File: src/hw/rtl/tmsd_pkg.sv
// Types, constants and helper functions of the three-marker deframer.
package tmsd_pkg;

  // Result kinds
  typedef enum logic [2:0] {
    KIND_PAYLOAD  = 3'd0,
    KIND_END      = 3'd1,
    KIND_EXPECT   = 3'd2,
    KIND_EXIT     = 3'd3,
    KIND_OVERFLOW = 3'd4,
    KIND_CLOSED   = 3'd5
  } kind_t;

  // Held marker prefix
  typedef enum logic [2:0] {
    M_NONE  = 3'd0,
    M_E     = 3'd1,
    M_EN    = 3'd2,
    M_EX    = 3'd3,
    M_EXP   = 3'd4,
    M_EXPE  = 3'd5,
    M_EXPEC = 3'd6,
    M_EXI   = 3'd7
  } match_t;

  // Marker characters
  localparam logic [7:0] CH_C = 8'h43;
  localparam logic [7:0] CH_D = 8'h44;
  localparam logic [7:0] CH_E = 8'h45;
  localparam logic [7:0] CH_I = 8'h49;
  localparam logic [7:0] CH_N = 8'h4E;
  localparam logic [7:0] CH_P = 8'h50;
  localparam logic [7:0] CH_T = 8'h54;
  localparam logic [7:0] CH_X = 8'h58;

  // Configuration register indexes
  localparam logic REG_PAYLOAD_LIMIT = 1'b0;
  localparam logic REG_HOLD_LIMIT    = 1'b1;

  // Op queue between front and back
  localparam int QDEPTH = 4;
  localparam int QPTR_W = 2;

  // One classified item: a terminal event, or a run of n payload bytes
  // taken from the old held prefix followed by the new byte.
  typedef struct packed {
    kind_t       kind;
    match_t      st;
    logic [7:0]  data;
    logic [2:0]  n;
  } op_t;

  // Length of a held prefix
  function automatic logic [2:0] pfx_len(match_t st);
    logic [2:0] r;
    unique case (st)
      M_NONE:  r = 3'd0;
      M_E:     r = 3'd1;
      M_EN:    r = 3'd2;
      M_EX:    r = 3'd2;
      M_EXP:   r = 3'd3;
      M_EXPE:  r = 3'd4;
      M_EXPEC: r = 3'd5;
      M_EXI:   r = 3'd3;
    endcase
    return r;
  endfunction

  // Byte i of held prefix followed by byte b
  function automatic logic [7:0] seq_byte(match_t st, logic [7:0] b, logic [2:0] i);
    logic [7:0] r;
    if (i >= pfx_len(st)) begin
      r = b;
    end else begin
      unique case (i)
        3'd0:    r = CH_E;
        3'd1:    r = (st == M_EN) ? CH_N : CH_X;
        3'd2:    r = (st == M_EXI) ? CH_I : CH_P;
        3'd3:    r = CH_E;
        3'd4:    r = CH_C;
        default: r = b;
      endcase
    end
    return r;
  endfunction

endpackage

File: src/hw/rtl/three_marker_stream_deframer.sv
// Path: an accepted byte enters the op queue; its results are expanded into the
// output register and popped from there. Throughput: one byte per cycle while not
// full; a byte that flushes held bytes gives one result per flushed byte (up to
// six), one per cycle from the single-result expander while the output is taken,
// with a four-op queue absorbing bursts. Results drain one per cycle while popped.
// Reset (rst, synchronous): clears held prefix, counts, queue and output.
module three_marker_stream_deframer
  import tmsd_pkg::*;
#(
  parameter int BUFFER_BYTES = 1024
) (
  input  logic        clk,
  input  logic        rst,
  input  logic        push,
  output logic        full,
  input  logic [7:0]  data_byte,
  input  logic        link_closed,
  output logic        empty,
  input  logic        pop,
  output logic [7:0]  out_byte,
  output logic [2:0]  kind,
  output logic        last,
  input  logic        wr_en,
  input  logic        wr_index,
  input  logic [12:0] wr_data
);

  localparam logic [11:0] PL_RESET = 12'((BUFFER_BYTES - 1) % 4096);
  localparam logic [12:0] HL_RESET = 13'((2 * BUFFER_BYTES > 8191) ? 8191 : 2 * BUFFER_BYTES);

  logic [11:0] payload_limit;
  logic [12:0] hold_limit;

  logic  q_push;
  logic  q_full;
  logic  q_pop;
  logic  q_empty;
  op_t   q_wdata;
  op_t   q_rdata;
  kind_t kind_q;

  // Configuration registers
  always_ff @(posedge clk) begin
    if (rst) begin
      payload_limit <= PL_RESET;
      hold_limit    <= HL_RESET;
    end else if (wr_en) begin
      unique case (wr_index)
        REG_PAYLOAD_LIMIT: payload_limit <= wr_data[11:0];
        REG_HOLD_LIMIT:    hold_limit    <= wr_data;
      endcase
    end
  end

  assign full = q_full;
  assign kind = kind_q;

  tmsd_front u_front (
    .clk         (clk),
    .rst         (rst),
    .hold_limit  (hold_limit),
    .push        (push),
    .data_byte   (data_byte),
    .link_closed (link_closed),
    .q_full      (q_full),
    .q_push      (q_push),
    .q_data      (q_wdata)
  );

  tmsd_queue u_queue (
    .clk   (clk),
    .rst   (rst),
    .push  (q_push),
    .wdata (q_wdata),
    .full  (q_full),
    .pop   (q_pop),
    .rdata (q_rdata),
    .empty (q_empty)
  );

  tmsd_back u_back (
    .clk           (clk),
    .rst           (rst),
    .payload_limit (payload_limit),
    .q_empty       (q_empty),
    .q_op          (q_rdata),
    .q_pop         (q_pop),
    .pop           (pop),
    .empty         (empty),
    .out_byte      (out_byte),
    .kind          (kind_q),
    .last          (last)
  );

endmodule

File: src/hw/rtl/tmsd_queue.sv
// Small op queue that decouples the classifier from the result expander.
module tmsd_queue
  import tmsd_pkg::*;
(
  input  logic clk,
  input  logic rst,
  input  logic push,
  input  op_t  wdata,
  output logic full,
  input  logic pop,
  output op_t  rdata,
  output logic empty
);

  op_t               mem [QDEPTH];
  logic [QPTR_W-1:0] wr_ptr;
  logic [QPTR_W-1:0] rd_ptr;
  logic [QPTR_W:0]   count;
  logic              do_push;
  logic              do_pop;

  assign full    = (count == (QPTR_W+1)'(QDEPTH));
  assign empty   = (count == '0);
  assign do_push = push && !full;
  assign do_pop  = pop && !empty;
  assign rdata   = mem[rd_ptr];

  // Storage
  always_ff @(posedge clk) begin
    if (do_push) begin
      mem[wr_ptr] <= wdata;
    end
  end

  // Pointers and fill level
  always_ff @(posedge clk) begin
    if (rst) begin
      wr_ptr <= '0;
      rd_ptr <= '0;
      count  <= '0;
    end else begin
      if (do_push) begin
        wr_ptr <= wr_ptr + 1'b1;
      end
      if (do_pop) begin
        rd_ptr <= rd_ptr + 1'b1;
      end
      if (do_push && !do_pop) begin
        count <= count + 1'b1;
      end else if (do_pop && !do_push) begin
        count <= count - 1'b1;
      end
    end
  end

endmodule

File: src/hw/rtl/tmsd_front.sv
// Front end: accepts bytes, tracks the held prefix and message length, issues ops.
module tmsd_front
  import tmsd_pkg::*;
(
  input  logic        clk,
  input  logic        rst,
  input  logic [12:0] hold_limit,
  input  logic        push,
  input  logic [7:0]  data_byte,
  input  logic        link_closed,
  input  logic        q_full,
  output logic        q_push,
  output op_t         q_data
);

  match_t      match_state;
  match_t      match_state_next;
  logic [12:0] message_count;
  logic [12:0] message_count_next;

  logic        accept;
  logic [13:0] cnt;
  logic        over;
  logic        is_mark;
  kind_t       mark_kind;
  match_t      ext_state;
  logic [2:0]  n_flush;

  // Prefix left after appending b: extension, or the longest marker-prefix tail
  function automatic match_t step_state(match_t st, logic [7:0] b);
    match_t r;
    r = M_NONE;
    unique case (st)
      M_NONE, M_EN, M_EXP, M_EXPEC, M_EXI: begin
        if (b == CH_E) begin
          r = (st == M_EXP) ? M_EXPE : M_E;
        end
      end
      M_E: begin
        priority if (b == CH_N) r = M_EN;
        else if (b == CH_X) r = M_EX;
        else if (b == CH_E) r = M_E;
      end
      M_EX: begin
        priority if (b == CH_P) r = M_EXP;
        else if (b == CH_I) r = M_EXI;
        else if (b == CH_E) r = M_E;
      end
      M_EXPE: begin
        priority if (b == CH_C) r = M_EXPEC;
        else if (b == CH_N) r = M_EN;
        else if (b == CH_X) r = M_EX;
        else if (b == CH_E) r = M_E;
      end
    endcase
    return r;
  endfunction

  assign accept = push && !q_full;

  // Classification of the incoming byte
  always_comb begin
    cnt       = {1'b0, message_count} + 14'd1;
    over      = (cnt >= {1'b0, hold_limit});
    is_mark   = 1'b1;
    mark_kind = KIND_END;
    priority if (match_state == M_EN && data_byte == CH_D) begin
      mark_kind = KIND_END;
    end else if (match_state == M_EXPEC && data_byte == CH_T) begin
      mark_kind = KIND_EXPECT;
    end else if (match_state == M_EXI && data_byte == CH_T) begin
      mark_kind = KIND_EXIT;
    end else begin
      is_mark = 1'b0;
    end
    ext_state = step_state(match_state, data_byte);
    n_flush   = pfx_len(match_state) + 3'd1 - pfx_len(ext_state);
  end

  // Next state
  always_comb begin
    match_state_next   = match_state;
    message_count_next = message_count;
    if (accept) begin
      if (link_closed || over || is_mark) begin
        match_state_next   = M_NONE;
        message_count_next = '0;
      end else begin
        match_state_next   = ext_state;
        message_count_next = cnt[12:0];
      end
    end
  end

  // Op toward the back end
  always_comb begin
    q_data.st   = match_state;
    q_data.data = data_byte;
    q_data.n    = n_flush;
    priority if (link_closed) q_data.kind = KIND_CLOSED;
    else if (over) q_data.kind = KIND_OVERFLOW;
    else if (is_mark) q_data.kind = mark_kind;
    else q_data.kind = KIND_PAYLOAD;
    q_push = accept && (link_closed || over || is_mark || n_flush != 3'd0);
  end

  always_ff @(posedge clk) begin
    if (rst) begin
      match_state   <= M_NONE;
      message_count <= '0;
    end else begin
      match_state   <= match_state_next;
      message_count <= message_count_next;
    end
  end

endmodule

File: src/hw/rtl/tmsd_back.sv
// Back end: expands ops into results, applies the payload limit, holds the output item.
module tmsd_back
  import tmsd_pkg::*;
(
  input  logic        clk,
  input  logic        rst,
  input  logic [11:0] payload_limit,
  input  logic        q_empty,
  input  op_t         q_op,
  output logic        q_pop,
  input  logic        pop,
  output logic        empty,
  output logic [7:0]  out_byte,
  output kind_t       kind,
  output logic        last
);

  logic [2:0]  idx;
  logic [11:0] payload_count;
  logic        out_valid;

  logic        slot;
  logic        is_pay;
  logic        room;
  logic [11:0] pc_inc;
  logic        op_end;
  logic        drop;
  logic        emit;

  assign empty = !out_valid;

  // Step decision for the op at the queue head
  always_comb begin
    slot   = !out_valid || pop;
    is_pay = (q_op.kind == KIND_PAYLOAD);
    room   = (payload_count < payload_limit);
    pc_inc = payload_count + 12'd1;
    op_end = (idx == q_op.n - 3'd1) || (pc_inc == payload_limit);
    drop   = !q_empty && is_pay && !room;
    emit   = !q_empty && (!is_pay || room) && slot;
    q_pop  = drop || (emit && (!is_pay || op_end));
  end

  // Output register
  always_ff @(posedge clk) begin
    if (emit) begin
      out_byte <= is_pay ? seq_byte(q_op.st, q_op.data, idx) : 8'd0;
      kind     <= q_op.kind;
      last     <= !is_pay || op_end;
    end
  end

  // Control: output valid, byte index within op, payload count
  always_ff @(posedge clk) begin
    if (rst) begin
      out_valid     <= 1'b0;
      idx           <= '0;
      payload_count <= '0;
    end else begin
      if (emit) begin
        out_valid <= 1'b1;
      end else if (pop) begin
        out_valid <= 1'b0;
      end
      if (drop) begin
        idx <= '0;
      end else if (emit) begin
        idx           <= (is_pay && !op_end) ? idx + 3'd1 : 3'd0;
        payload_count <= is_pay ? pc_inc : 12'd0;
      end
    end
  end

endmodule

File: config.mk
export PLATFORM = sky130hd
export DESIGN_NAME = three_marker_stream_deframer
export DESIGN_NICKNAME = d
export VERILOG_FILES = /design/src/hw/rtl/tmsd_pkg.sv /design/src/hw/rtl/three_marker_stream_deframer.sv /design/src/hw/rtl/tmsd_queue.sv /design/src/hw/rtl/tmsd_front.sv /design/src/hw/rtl/tmsd_back.sv
export SDC_FILE = /design/constraint.sdc
export NUM_CORES = 1
export LEC_CHECK = 0
export BUFFER_PORTS_ARGS = -buffer_cell sky130_fd_sc_hd__buf_2
export CORE_UTILIZATION = 45
export DETAILED_ROUTE_END_ITERATION = 6
export PLACE_DENSITY = 0.65
export SLEW_MARGIN = 20
export SYNTH_ARGS = -nofsm -noshare
export SYNTH_HDL_FRONTEND = slang
export SYNTH_SLANG_ARGS = --single-unit
File: constraint.sdc
create_clock -name clk -period 7 [get_ports clk]
set_input_delay 1.4 -clock clk [delete_from_list [all_inputs] [get_ports clk]]
set_output_delay 1.4 -clock clk [all_outputs]
set_load 0.005 [all_outputs]
==> results.yml, run 1 <==
floorplanning:
  floorplan.die.width_microns: 133.9
  floorplan.initialDensity_pct: 46.70
  die-area_sq_mm: 0.01792
  pin_count: 42
  core_area_sq_mm: 0.01676
  core.rowCount: 47
  floorplan.die.height_microns: 133.9
critical_path:
  worstSetupStartpointType: "primary input"
  worst-endpoint-arrival_ns: 6.08
  critical_path.endpoint_type: "register"
  crit_type: "in -> reg"
  critical_path_required_ns: 7.34
  timing.critical_path.fanout_max: 10
yosys:
  ys_ff_latch: 149
  syn-instance-count: 750
  yosys_warnings: 0
  syn_area_per_cell_sq_um: 10.44
  synth.cell_area_sq_mm: 0.007826
  synth_top_area_share_pct: 30.70
  yosys-top-cells-area: "edfxtp_1 31%, dfxtp_1 18%, ha_1 8.5%"
  synthDominantAreaCellType: "edfxtp_1"
  dominant_cell_by_count_in_the_synthesized_netlist: "nand2_1"
  synth_commonest_cells: "82 x nand2_1, 80 x edfxtp_1, 69 x dfxtp_1, 66 x a21oi_1, 55 x inv_1"
  synth-edff-count: 80
  dominantRegCellSynth: "edfxtp_1"
  async_flop_share_pct: 0
  ys_seq_area_share_pct: 48.35
  syn-num-nets: 832
  synth_cell_types: 77
placed_design:
  dpl.hpwl_microns: 11650
  place_worst_setup_slack_ns: 0.8595
  buffer_ports.inserted: 41
  globalplace.congestion: 0.8571
  detailed_place.area_sq_mm: 0.008193
finish:
  total_nets_final: 861
  fillerInstances: 1471
  post-route-cell-area_sq_mm: 0.008798
  antenna-diode-count: 0
  share_of_cells_above_drive_strength_1_pct: 14.39
  area_growth_syn_to_layout_pct: 12.42
  final_util_pct: 52.50
drt:
  aggregate_routed_wire_length_microns: 16910
  post-route-drc-count: 0
  vias: 5793
  detail_route.first_pass.iterations: 5
  met2_length_microns: 8180
  drtIter0Drc: 448
  wl_per_cell_microns: 16.71
  viasPerCell: 5.724
  top_signal_layer_used: "met4"
  met3WireLength_microns: 720
  routed_met1_length_microns: 7652
  ant_nets: 0
cts:
  cts-root-buf: "clkbuf_16"
  cts_resized: 0
  cts_hold_repair.buffers: 0
  cts_num_sinks: 149
  cts-htree-levels: 4
  tritoncts_clock_tree: "done"
  cts.reportedPaths.clkPinSlew_ns: 0.06
  numCtsBuffers: 17
  clk-insertion-delay-late_ns: 0.43
  cts_buffer_depth: 2
  number_of_setup_buffers_added_after_cts: 0
worst_hold_path:
  hold_class: "reg -> reg"
sta:
  finalSetupTns_ns: 0
  setup_viol_count_final: 0
  hold_ws_ns: 0.4535
  final.setup_skew_ns: 0.007548
  final.period_utilization_pct: 81.96
  finalWorstSetupSlack_ns: 1.262
  final.min_clock_period_ns: 5.738
  max_freq_mhz: 174.3
  hold_violations: 0
  timing_worst_slew_pin_value_ns: 0.8783
  max-slew-margin-rel_pct: 39.93
  grt_setup_unrepaired: "no"
  slew_viol_final: 0
flow_run:
  cap_viol_max_count: 0
global_routing:
  globalRouteTotalUtil_pct: 19.74
  grt_pass1_wl_microns: 27650
  grt_start_max_net_pins: 58
  vias_in_the_first_global_route: 5729
  total_gr_overflow: 0
  antenna_found_initial: 0
power_and_ir_drop:
  power.ir.vdd_worst_mv: 0.1939
  power_per_cell_area_mw_per_mm2: 319.8
  leakagePower_nw: 3.369
status:
  status: "complete, no violations"
==> where the power goes <==
part | switching [mW] | internal [mW] | total [mW]
logic | 0.451 | 0.317 | 0.768
clock network | 0.370 | 0.563 | 0.933
registers | 0.0653 | 1.05 | 1.11
total | 0.887 | 1.93 | 2.81
==> state kept, by name, indices dropped and copies added (netlist names), named ones only <==
signal                 cells
u_back.payload_count      12
u_back.idx                 3
hold_limit                13
u_front.message_count     13
u_queue.count              3
payload_limit             12
u_back.out_valid           1
u_queue.rd_ptr             2
u_back.kind                3
u_back.last                1
u_queue.wr_ptr             2
u_queue.mem               68
u_back.out_byte            8
u_front.match_state        3
==> layout make-up <==
type / instances / area (sq um) / area share (%)
Multi-Input combinational cell: 508 / 3675 / 41.77
Clock buffer: 17 / 425.4 / 4.835
Clock inverter: 15 / 177.7 / 2.019
Timing Repair Buffer: 46 / 242.7 / 2.759
Tap cell: 220 / 275.3 / 3.129
Sequential cell: 149 / 3784 / 43.00
Inverter: 57 / 219.0 / 2.489
==> through the flow <==
stage	power (mW)	instances
after detailed placement	1.892	980
after global routing	2.949	1012
after floorplan	1.697	750
after CTS	2.822	1012
after global placement	1.862	980
final	2.814	1012
==> routing by layer <==
metal | track usage, % | up-vias
li1 | - | 2809
met1 | 24.87 | 2810
met2 | 32.90 | 149
met3 | 3.666 | 25
met4 | 9.028 | 0
met5 | 0 | -
==> worst paths after layout <==
check	startpoint	endpoint	slack [ns]	cells past startpoint
setup / recovery	data_byte[1]	u_queue.count[2]	1.26	20
hold / removal	u_front.message_count[12]	u_front.message_count[12]	0.45	2
setup reg to reg	u_front.match_state[2]	u_queue.count[2]	2.12	19
hold reg to reg	u_front.message_count[12]	u_front.message_count[12]	0.45	2
==> worst max-delay path, cell delays in order <==
cell and delay [ns]:
buf_2 0.16, or4b_1 0.60, nor3_1 0.32, nor3_1 0.15
ha_1 0.31, a21o_1 0.16, ha_1 0.27, inv_1 0.04
ha_1 0.19, xor2_1 0.15, xnor2_1 0.13, xnor2_1 0.40
nor3_2 0.08, a31oi_2 0.39, ha_1 0.26, inv_1 0.06
fa_1 0.37, xor2_1 0.18, or3_1 0.30, a21oi_1 0.16
==> cell usage in the layout (no fill, tap or decap), types with 5 or more instances in the layout <==
cell	instances
nand2_1	82
edfxtp_1	80
dfxtp_1	69
a21oi_1	66
inv_1	55
ha_1	53
buf_2	41
nor2_1	36
o21ai_0	20
nand4_1	20
nand3_1	19
clkbuf_16	17
mux4_2	16
xor2_1	15
nor3_1	14
xnor2_1	14
and2_1	12
o211ai_1	12
mux2i_1	9
nand2b_1	8
a31oi_1	8
o2111ai_1	7
a21o_1	7
or3_1	7
nor3b_1	7
and3_1	5
clkinv_4	5
buf_4	5
==> cells by family (layout without fill, tap and decap cells) <==
logic type               Yosys count  after routing  synth area share, %
flip-flops                       149            149                48.35
AO/OA/AOI/OAI                    154            154                12.76
AND/OR/NAND/NOR                  244            244                16.15
XOR/XNOR                          29             29                3.245
buffers and inverters             93            135                4.732
adder cells (fa/ha/maj)           54             54                8.729
multiplexers                      27             27                6.043
Power figures use the tool's default switching activity.
==> run 2: changes to the inputs <==
--- a/config.mk
+++ b/config.mk
@@ -5,6 +5,7 @@
 export SDC_FILE = /design/constraint.sdc
 export NUM_CORES = 1
 export LEC_CHECK = 0
+export ABC_AREA = 1
 export BUFFER_PORTS_ARGS = -buffer_cell sky130_fd_sc_hd__buf_2
 export CORE_UTILIZATION = 45
 export DETAILED_ROUTE_END_ITERATION = 6
==> constraint.sdc (replaced) <==
create_clock -name clk -period 5.71 [get_ports clk]
set_input_delay 1.142 -clock clk [delete_from_list [all_inputs] [get_ports clk]]
set_output_delay 1.142 -clock clk [all_outputs]
set_load 0.005 [all_outputs]
==> results.yml, run 2 <==
cts:
  numCtsBuffers: 17
  cts_resized: 0
  cts_hold_repair.buffers: 0
  tritoncts_clock_tree: "done"
  number_of_setup_buffers_added_after_cts: 0
  cts.reportedPaths.clkPinSlew_ns: 0.06
  cts_num_sinks: 149
  clk-insertion-delay-late_ns: 0.42
  cts-htree-levels: 4
  cts_buffer_depth: 2
  cts-root-buf: "clkbuf_16"
sta:
  setup_viol_count_final: 0
  grt_setup_unrepaired: "no"
  hold_ws_ns: 0.4607
  finalWorstSetupSlack_ns: 0.9146
  max_freq_mhz: 208.5
  final.period_utilization_pct: 83.98
  finalSetupTns_ns: 0
  final.setup_skew_ns: 0.008024
  hold_violations: 0
  final.min_clock_period_ns: 4.795
  timing_worst_slew_pin_value_ns: 0.8971
  max-slew-margin-rel_pct: 40.18
  slew_viol_final: 0
yosys:
  ys_ff_latch: 149
  synth_cell_types: 46
  yosys_warnings: 0
  syn-num-nets: 1014
  synth_commonest_cells: "187 x nand2_1, 120 x inv_1, 89 x nor2_1, 80 x edfxtp_1, 69 x dfxtp_1"
  syn-instance-count: 932
  synth-edff-count: 80
  dominant_cell_by_count_in_the_synthesized_netlist: "nand2_1"
  async_flop_share_pct: 0
  yosys-top-cells-area: "edfxtp_1 30%, dfxtp_1 17%, nand2_1 8.9%"
  syn_area_per_cell_sq_um: 8.506
  synth_top_area_share_pct: 30.30
  ys_seq_area_share_pct: 47.73
  synth.cell_area_sq_mm: 0.007928
  dominantRegCellSynth: "edfxtp_1"
  synthDominantAreaCellType: "edfxtp_1"
worst_hold_path:
  hold_class: "reg -> reg"
  min-delay-start: "hold_limit[6]"
global_routing:
  globalRouteTotalUtil_pct: 19.46
  vias_in_the_first_global_route: 5619
  antenna_found_initial: 0
  grt_pass1_wl_microns: 27410
  total_gr_overflow: 0
  grt_start_max_net_pins: 38
drt:
  aggregate_routed_wire_length_microns: 16470
  met2_length_microns: 7495
  routed_met1_length_microns: 8072
  drtIter0Drc: 319
  viasPerCell: 5.035
  post-route-drc-count: 0
  wl_per_cell_microns: 13.59
  top_signal_layer_used: "met4"
  detail_route.first_pass.iterations: 6
  vias: 6102
  met3WireLength_microns: 616
  ant_nets: 0
critical_path:
  rrSetupSlack_ns: 1.34
  startpoint: "data_byte[3]"
  critical_path_required_ns: 6.02
  rr_worst_depth: 27
  regToRegStartpoint: "u_front.match_state[0]"
  worst-endpoint-arrival_ns: 5.10
  timing.critical_path.fanout_max: 7
  crit_type: "in -> reg"
  worstSetupEndpoint: "u_queue.count[2]"
  r2r-end: "u_queue.count[2]"
  worstSetupStartpointType: "primary input"
  critical_path.endpoint_type: "register"
power_and_ir_drop:
  power.combinational.fraction_pct: 35.1
  share_clk_of_total_power_pct: 27.2
  power.ir.vdd_worst_mv: 0.2453
  seq_power_share_pct: 37.7
  power_per_cell_area_mw_per_mm2: 432.6
  leakagePower_nw: 3.805
  total_switching_power_mw: 1.427
  internal-power_mw: 2.425
  netSwitchingFraction_pct: 37.05
finish:
  final_util_pct: 51.66
  total_nets_final: 1057
  post-route-cell-area_sq_mm: 0.008905
  registers_with_the_highest_flip_flop_counts: "u_queue.mem x68, hold_limit x13, u_front.message_count x13"
  antenna-diode-count: 0
  final_common_cell: "nand2_1"
  share_of_cells_above_drive_strength_1_pct: 12.56
  layout.cells.most_common_list: "187 x nand2_1, 120 x inv_1, 88 x nor2_1"
  largest_register_ffs: 68
  area_growth_syn_to_layout_pct: 12.33
  top_register: "u_queue.mem"
floorplanning:
  core_area_sq_mm: 0.01724
  core.rowCount: 48
  floorplan.die.width_microns: 134.7
  pin_count: 42
  die-area_sq_mm: 0.01815
  floorplan.initialDensity_pct: 45.99
  floorplan.die.height_microns: 134.7
placed_design:
  place_worst_setup_slack_ns: 0.5097
  globalplace.congestion: 0.8544
  detailed_place.area_sq_mm: 0.008354
  buffer_ports.inserted: 41
  dpl.hpwl_microns: 11630
flow_run:
  cap_viol_max_count: 0
status:
  status: "complete, no violations"
## run 2: cell types whose count changed in the layout (fill, tap and decap cells not counted), moves of 12 or more
cell | previous run | this run
o21ai_0 | 20 | 62
inv_1 | 55 | 120
nand2_1 | 82 | 187
nor2_1 | 36 | 88
nand3_1 | 19 | 53
and2_1 | 12 | 0
mux4_2 | 16 | 0
nand2_2 | 1 | 14
## run 2: worst min-delay path by stage
| stage | slack [ns] | depth (start not counted) | to |
|---|---|---|---|
| 2_1_floorplan | 0.44 | 2 | hold_limit[10] |
| 3_3_place_gp | 0.45 | 2 | hold_limit[7] |
| 3_5_place_dp | 0.46 | 2 | hold_limit[6] |
| 4_1_cts | 0.46 | 2 | hold_limit[6] |
| 5_1_grt | 0.49 | 2 | hold_limit[7] |
| 6_report | 0.46 | 2 | hold_limit[6] |
## run 2: cell families after synthesis
| family | Yosys count | synth area share, % |
|---|---|---|
| flip-flops | 149 | 47.73 |
| XOR/XNOR | 20 | 2.399 |
| AND/OR/NAND/NOR | 385 | 21.13 |
| AO/OA/AOI/OAI | 173 | 12.59 |
| buffers and inverters | 151 | 7.528 |
| adder cells (fa/ha/maj) | 54 | 8.617 |
## run 2: layer usage
layer  vias up  global-route usage, %
met5         -                      0
met3        21                  3.679
li1       3193                      -
met4         0                  7.615
met2       115                  30.99
met1      2773                  26.18
## run 2: critical path, cell delays in order
cell	delay [ns]
buf_2	0.15
nor2_1	0.08
nand4_1	0.07
inv_1	0.05
o21ai_0	0.24
nand2_1	0.07
a21boi_0	0.41
ha_1	0.32
inv_1	0.07
nand3_1	0.10
nand2_1	0.08
inv_1	0.04
ha_1	0.26
inv_1	0.04
ha_1	0.20
xor2_1	0.19
nand4_1	0.13
nand3_1	0.13
nor2_1	0.06
nor2_2	0.17
ha_1	0.18
inv_1	0.06
fa_1	0.38
a21oi_1	0.14
o21ai_0	0.12
o21ai_0	0.16
a21oi_1	0.05
## run 2: layout make-up
cell class	instances	area [sq um]
well taps	225	281.5
clock buffers	20	436.7
flip-flops and latches	149	3784
clock inverters	11	111.4
repair buffers	50	272.8
inverters	125	469.2
fillers	1573	8332
multi-input cells	632	3550
## run 2: through the flow
| step | instances | power (mW) |
|---|---|---|
| 3_3_place_gp | 1181 | 2.796 |
| 5_1_grt | 1212 | 4.138 |
| 6_report | 1212 | 3.852 |
| 3_5_place_dp | 1181 | 2.823 |
| 2_1_floorplan | 932 | 2.454 |
| 4_1_cts | 1212 | 3.879 |
## run 2: power groups by stage
stage	clock network, mW	logic, mW	registers [mW]
floorplan	0	1.00	1.45
global placement	0	1.33	1.47
detailed placement	0	1.35	1.47
CTS	1.07	1.36	1.45
global route	1.11	1.55	1.47
finish	1.05	1.35	1.45
==> run 3: changes to the inputs <==
--- a/config.mk
+++ b/config.mk
@@ -5,11 +5,11 @@
 export SDC_FILE = /design/constraint.sdc
 export NUM_CORES = 1
 export LEC_CHECK = 0
-export ABC_AREA = 1
+export ABC_AREA = 0
 export BUFFER_PORTS_ARGS = -buffer_cell sky130_fd_sc_hd__buf_2
 export CORE_UTILIZATION = 45
 export DETAILED_ROUTE_END_ITERATION = 6
-export PLACE_DENSITY = 0.65
+export PLACE_DENSITY = 0.67
 export SLEW_MARGIN = 20
 export SYNTH_ARGS = -nofsm -noshare
 export SYNTH_HDL_FRONTEND = slang
==> constraint.sdc (replaced) <==
create_clock -name clk -period 4.1 [get_ports clk]
set_input_delay 0.82 -clock clk [delete_from_list [all_inputs] [get_ports clk]]
set_output_delay 0.82 -clock clk [all_outputs]
set_load 0.005 [all_outputs]
==> results.yml, run 3 (synthesis gave the netlist of run 1 again) <==
finish:
  largest_register_ffs: 68
  share_of_cells_above_drive_strength_1_pct: 22.17
  layout.cells.most_common_list: "82 x nand2_1, 80 x edfxtp_1, 68 x dfxtp_1"
  registers_with_the_highest_flip_flop_counts: "u_queue.mem x68, hold_limit x13, u_front.message_count x13"
  final_util_pct: 56.07
  post_layout_nonfiller_instances: 1068
  antenna-diode-count: 0
  top_register: "u_queue.mem"
  total_nets_final: 917
  final_common_cell: "nand2_1"
  area_growth_syn_to_layout_pct: 20.06
placed_design:
  dpl.hpwl_microns: 12780
  place_inst: 1029
  globalplace.congestion: 0.8741
  buffer_ports.inserted: 41
worst_hold_path:
  hold_class: "reg -> reg"
  min-delay-start: "u_front.message_count[12]"
  whs_endpoint: "u_front.message_count[12]"
  worst_hold_stages: 2
sta:
  hold_violations: 0
  finalSetupTns_ns: -0.3036
  final.setup_skew_ns: 0.009714
  grt_setup_unrepaired: "yes"
  slew_viol_final: 0
  max-slew-margin-rel_pct: 50.82
  final.min_clock_period_ns: 4.396
  setup_viol_count_final: 2
  final.period_utilization_pct: 107.2
  max_freq_mhz: 227.5
  timing_worst_slew_pin_value_ns: 0.7373
  finalWorstSetupSlack_ns: -0.2956
global_routing:
  antenna_found_initial: 0
  globalRouteTotalUtil_pct: 21.15
  vias_in_the_first_global_route: 5996
  total_gr_overflow: 0
  grt_start_max_net_pins: 54
  grt_pass1_wl_microns: 29690
critical_path:
  critical_path_required_ns: 4.46
  cp.buffers_inverters: 3
  rr_worst_depth: 19
  timing.critical_path.fanout_max: 4
  path_delay_family: "adder cells"
  crit_type: "in -> reg"
  slowest_stage: "or4b_4"
  critical_path.cell_chain: "buf_8, or4b_4, nor3_4, a21o_1, ha_1, a21o_1, ha_1, inv_1, ha_2, xor2_1, xnor2_1, xnor2_1, nor3_2, a31oi_2, ha_2, inv_2, fa_2, xor2_1, or3_1, a21oi_2"
  worst-endpoint-arrival_ns: 4.75
  cpPeakStageDelay_ns: 0.55
  r2r-end: "u_queue.count[2]"
  worstSetupStartpointType: "primary input"
  critical_path.endpoint_type: "register"
  regToRegStartpoint: "u_front.match_state[2]"
  rrSetupSlack_ns: -0.10
floorplanning:
  pin_count: 42
  floorplan.initialDensity_pct: 46.70
  die-area_sq_mm: 0.01792
  floorplan.die.width_microns: 133.9
  core_area_sq_mm: 0.01676
  floorplan.die.height_microns: 133.9
  core.rowCount: 47
power_and_ir_drop:
  leakagePower_nw: 3.699
  report.power.total_mw: 4.910
  power_per_cell_area_mw_per_mm2: 522.5
  power.ir.vdd_worst_mv: 0.3140
drt:
  wl_per_cell_microns: 16.98
  vias: 6034
  drtIter0Drc: 492
  detail_route.first_pass.iterations: 5
  post-route-drc-count: 0
  ant_nets: 0
  viasPerCell: 5.650
  aggregate_routed_wire_length_microns: 18130
cts:
  cts-htree-levels: 4
  tritoncts_clock_tree: "done"
  cts_num_sinks: 149
  cts_buffer_depth: 2
  numCtsBuffers: 17
  cts.reportedPaths.clkPinSlew_ns: 0.07
  clk-insertion-delay-late_ns: 0.43
  cts-root-buf: "clkbuf_16"
status:
  failed_checks: "setup timing"
  status: "complete, but fails checks"
flow_run:
  cap_viol_max_count: 0
run 3: worst max-delay path by stage:
stage / slack, ns / to / from / cells past startpoint
2_1_floorplan: -0.67 / u_queue.count[2] / data_byte[1] / 19
3_3_place_gp: -0.69 / u_queue.count[2] / data_byte[1] / 20
3_5_place_dp: -0.88 / u_queue.count[2] / data_byte[5] / 20
4_1_cts: -0.28 / u_queue.count[2] / data_byte[1] / 20
5_1_grt: -0.48 / u_queue.count[2] / data_byte[1] / 20
6_report: -0.30 / u_queue.count[2] / data_byte[1] / 20
run 3: layout make-up:
type,count,area [sq um]
Fill cell,1420,7363
Sequential cell,149,3785
Multi-Input combinational cell,508,3735
Timing Repair Buffer,102,774.5
Clock buffer,17,425.4
Tap cell,220,275.3
Inverter,57,219.0
Clock inverter,15,182.7
run 3: layer usage:
layer	global-route usage [%]	vias up	routed length, microns
met5	0	-	0
met4	10.42	0	553
met3	4.006	39	735
li1	-	2920	-
met1	26.69	2909	7971
met2	34.80	166	8872
run 3: tightest hold or removal path: cells and delay by family, from the launching register on:
family / cells / cell delay [ns]
AOI/OAI and AO/OA: 1 / 0.05
and+or+nand+nor: 1 / 0.05
DFF: 1 / 0.31
run 3: what timing repair did:
item	CTS	global route
endpoints found under the setup margin	2	74
buffers inserted	4	2
gates resized for setup	8	7
hold endpoints to repair	0	0
gates cloned	0	2
pin swaps	14	7
hold buffers	0	0
run 3: report_power, final:
group	internal, mW	switching, mW
Sequential	1.79	0.120
Combinational	0.651	0.798
Clock	0.825	0.730
Total	3.26	1.65
run 3: stage by stage:
| stage | setup slack (ns) | hold WS, ns | area [sq um] |
|---|---|---|---|
| floorplan | -0.6723 | 0.4363 | 7863 |
| global route | -0.4791 | 0.4787 | 9397 |
| global placement | -0.6902 | 0.4463 | 8647 |
| CTS | -0.2829 | 0.4613 | 9314 |
| finish | -0.2956 | 0.4575 | 9397 |
| detailed placement | -0.8764 | 0.4511 | 8647 |
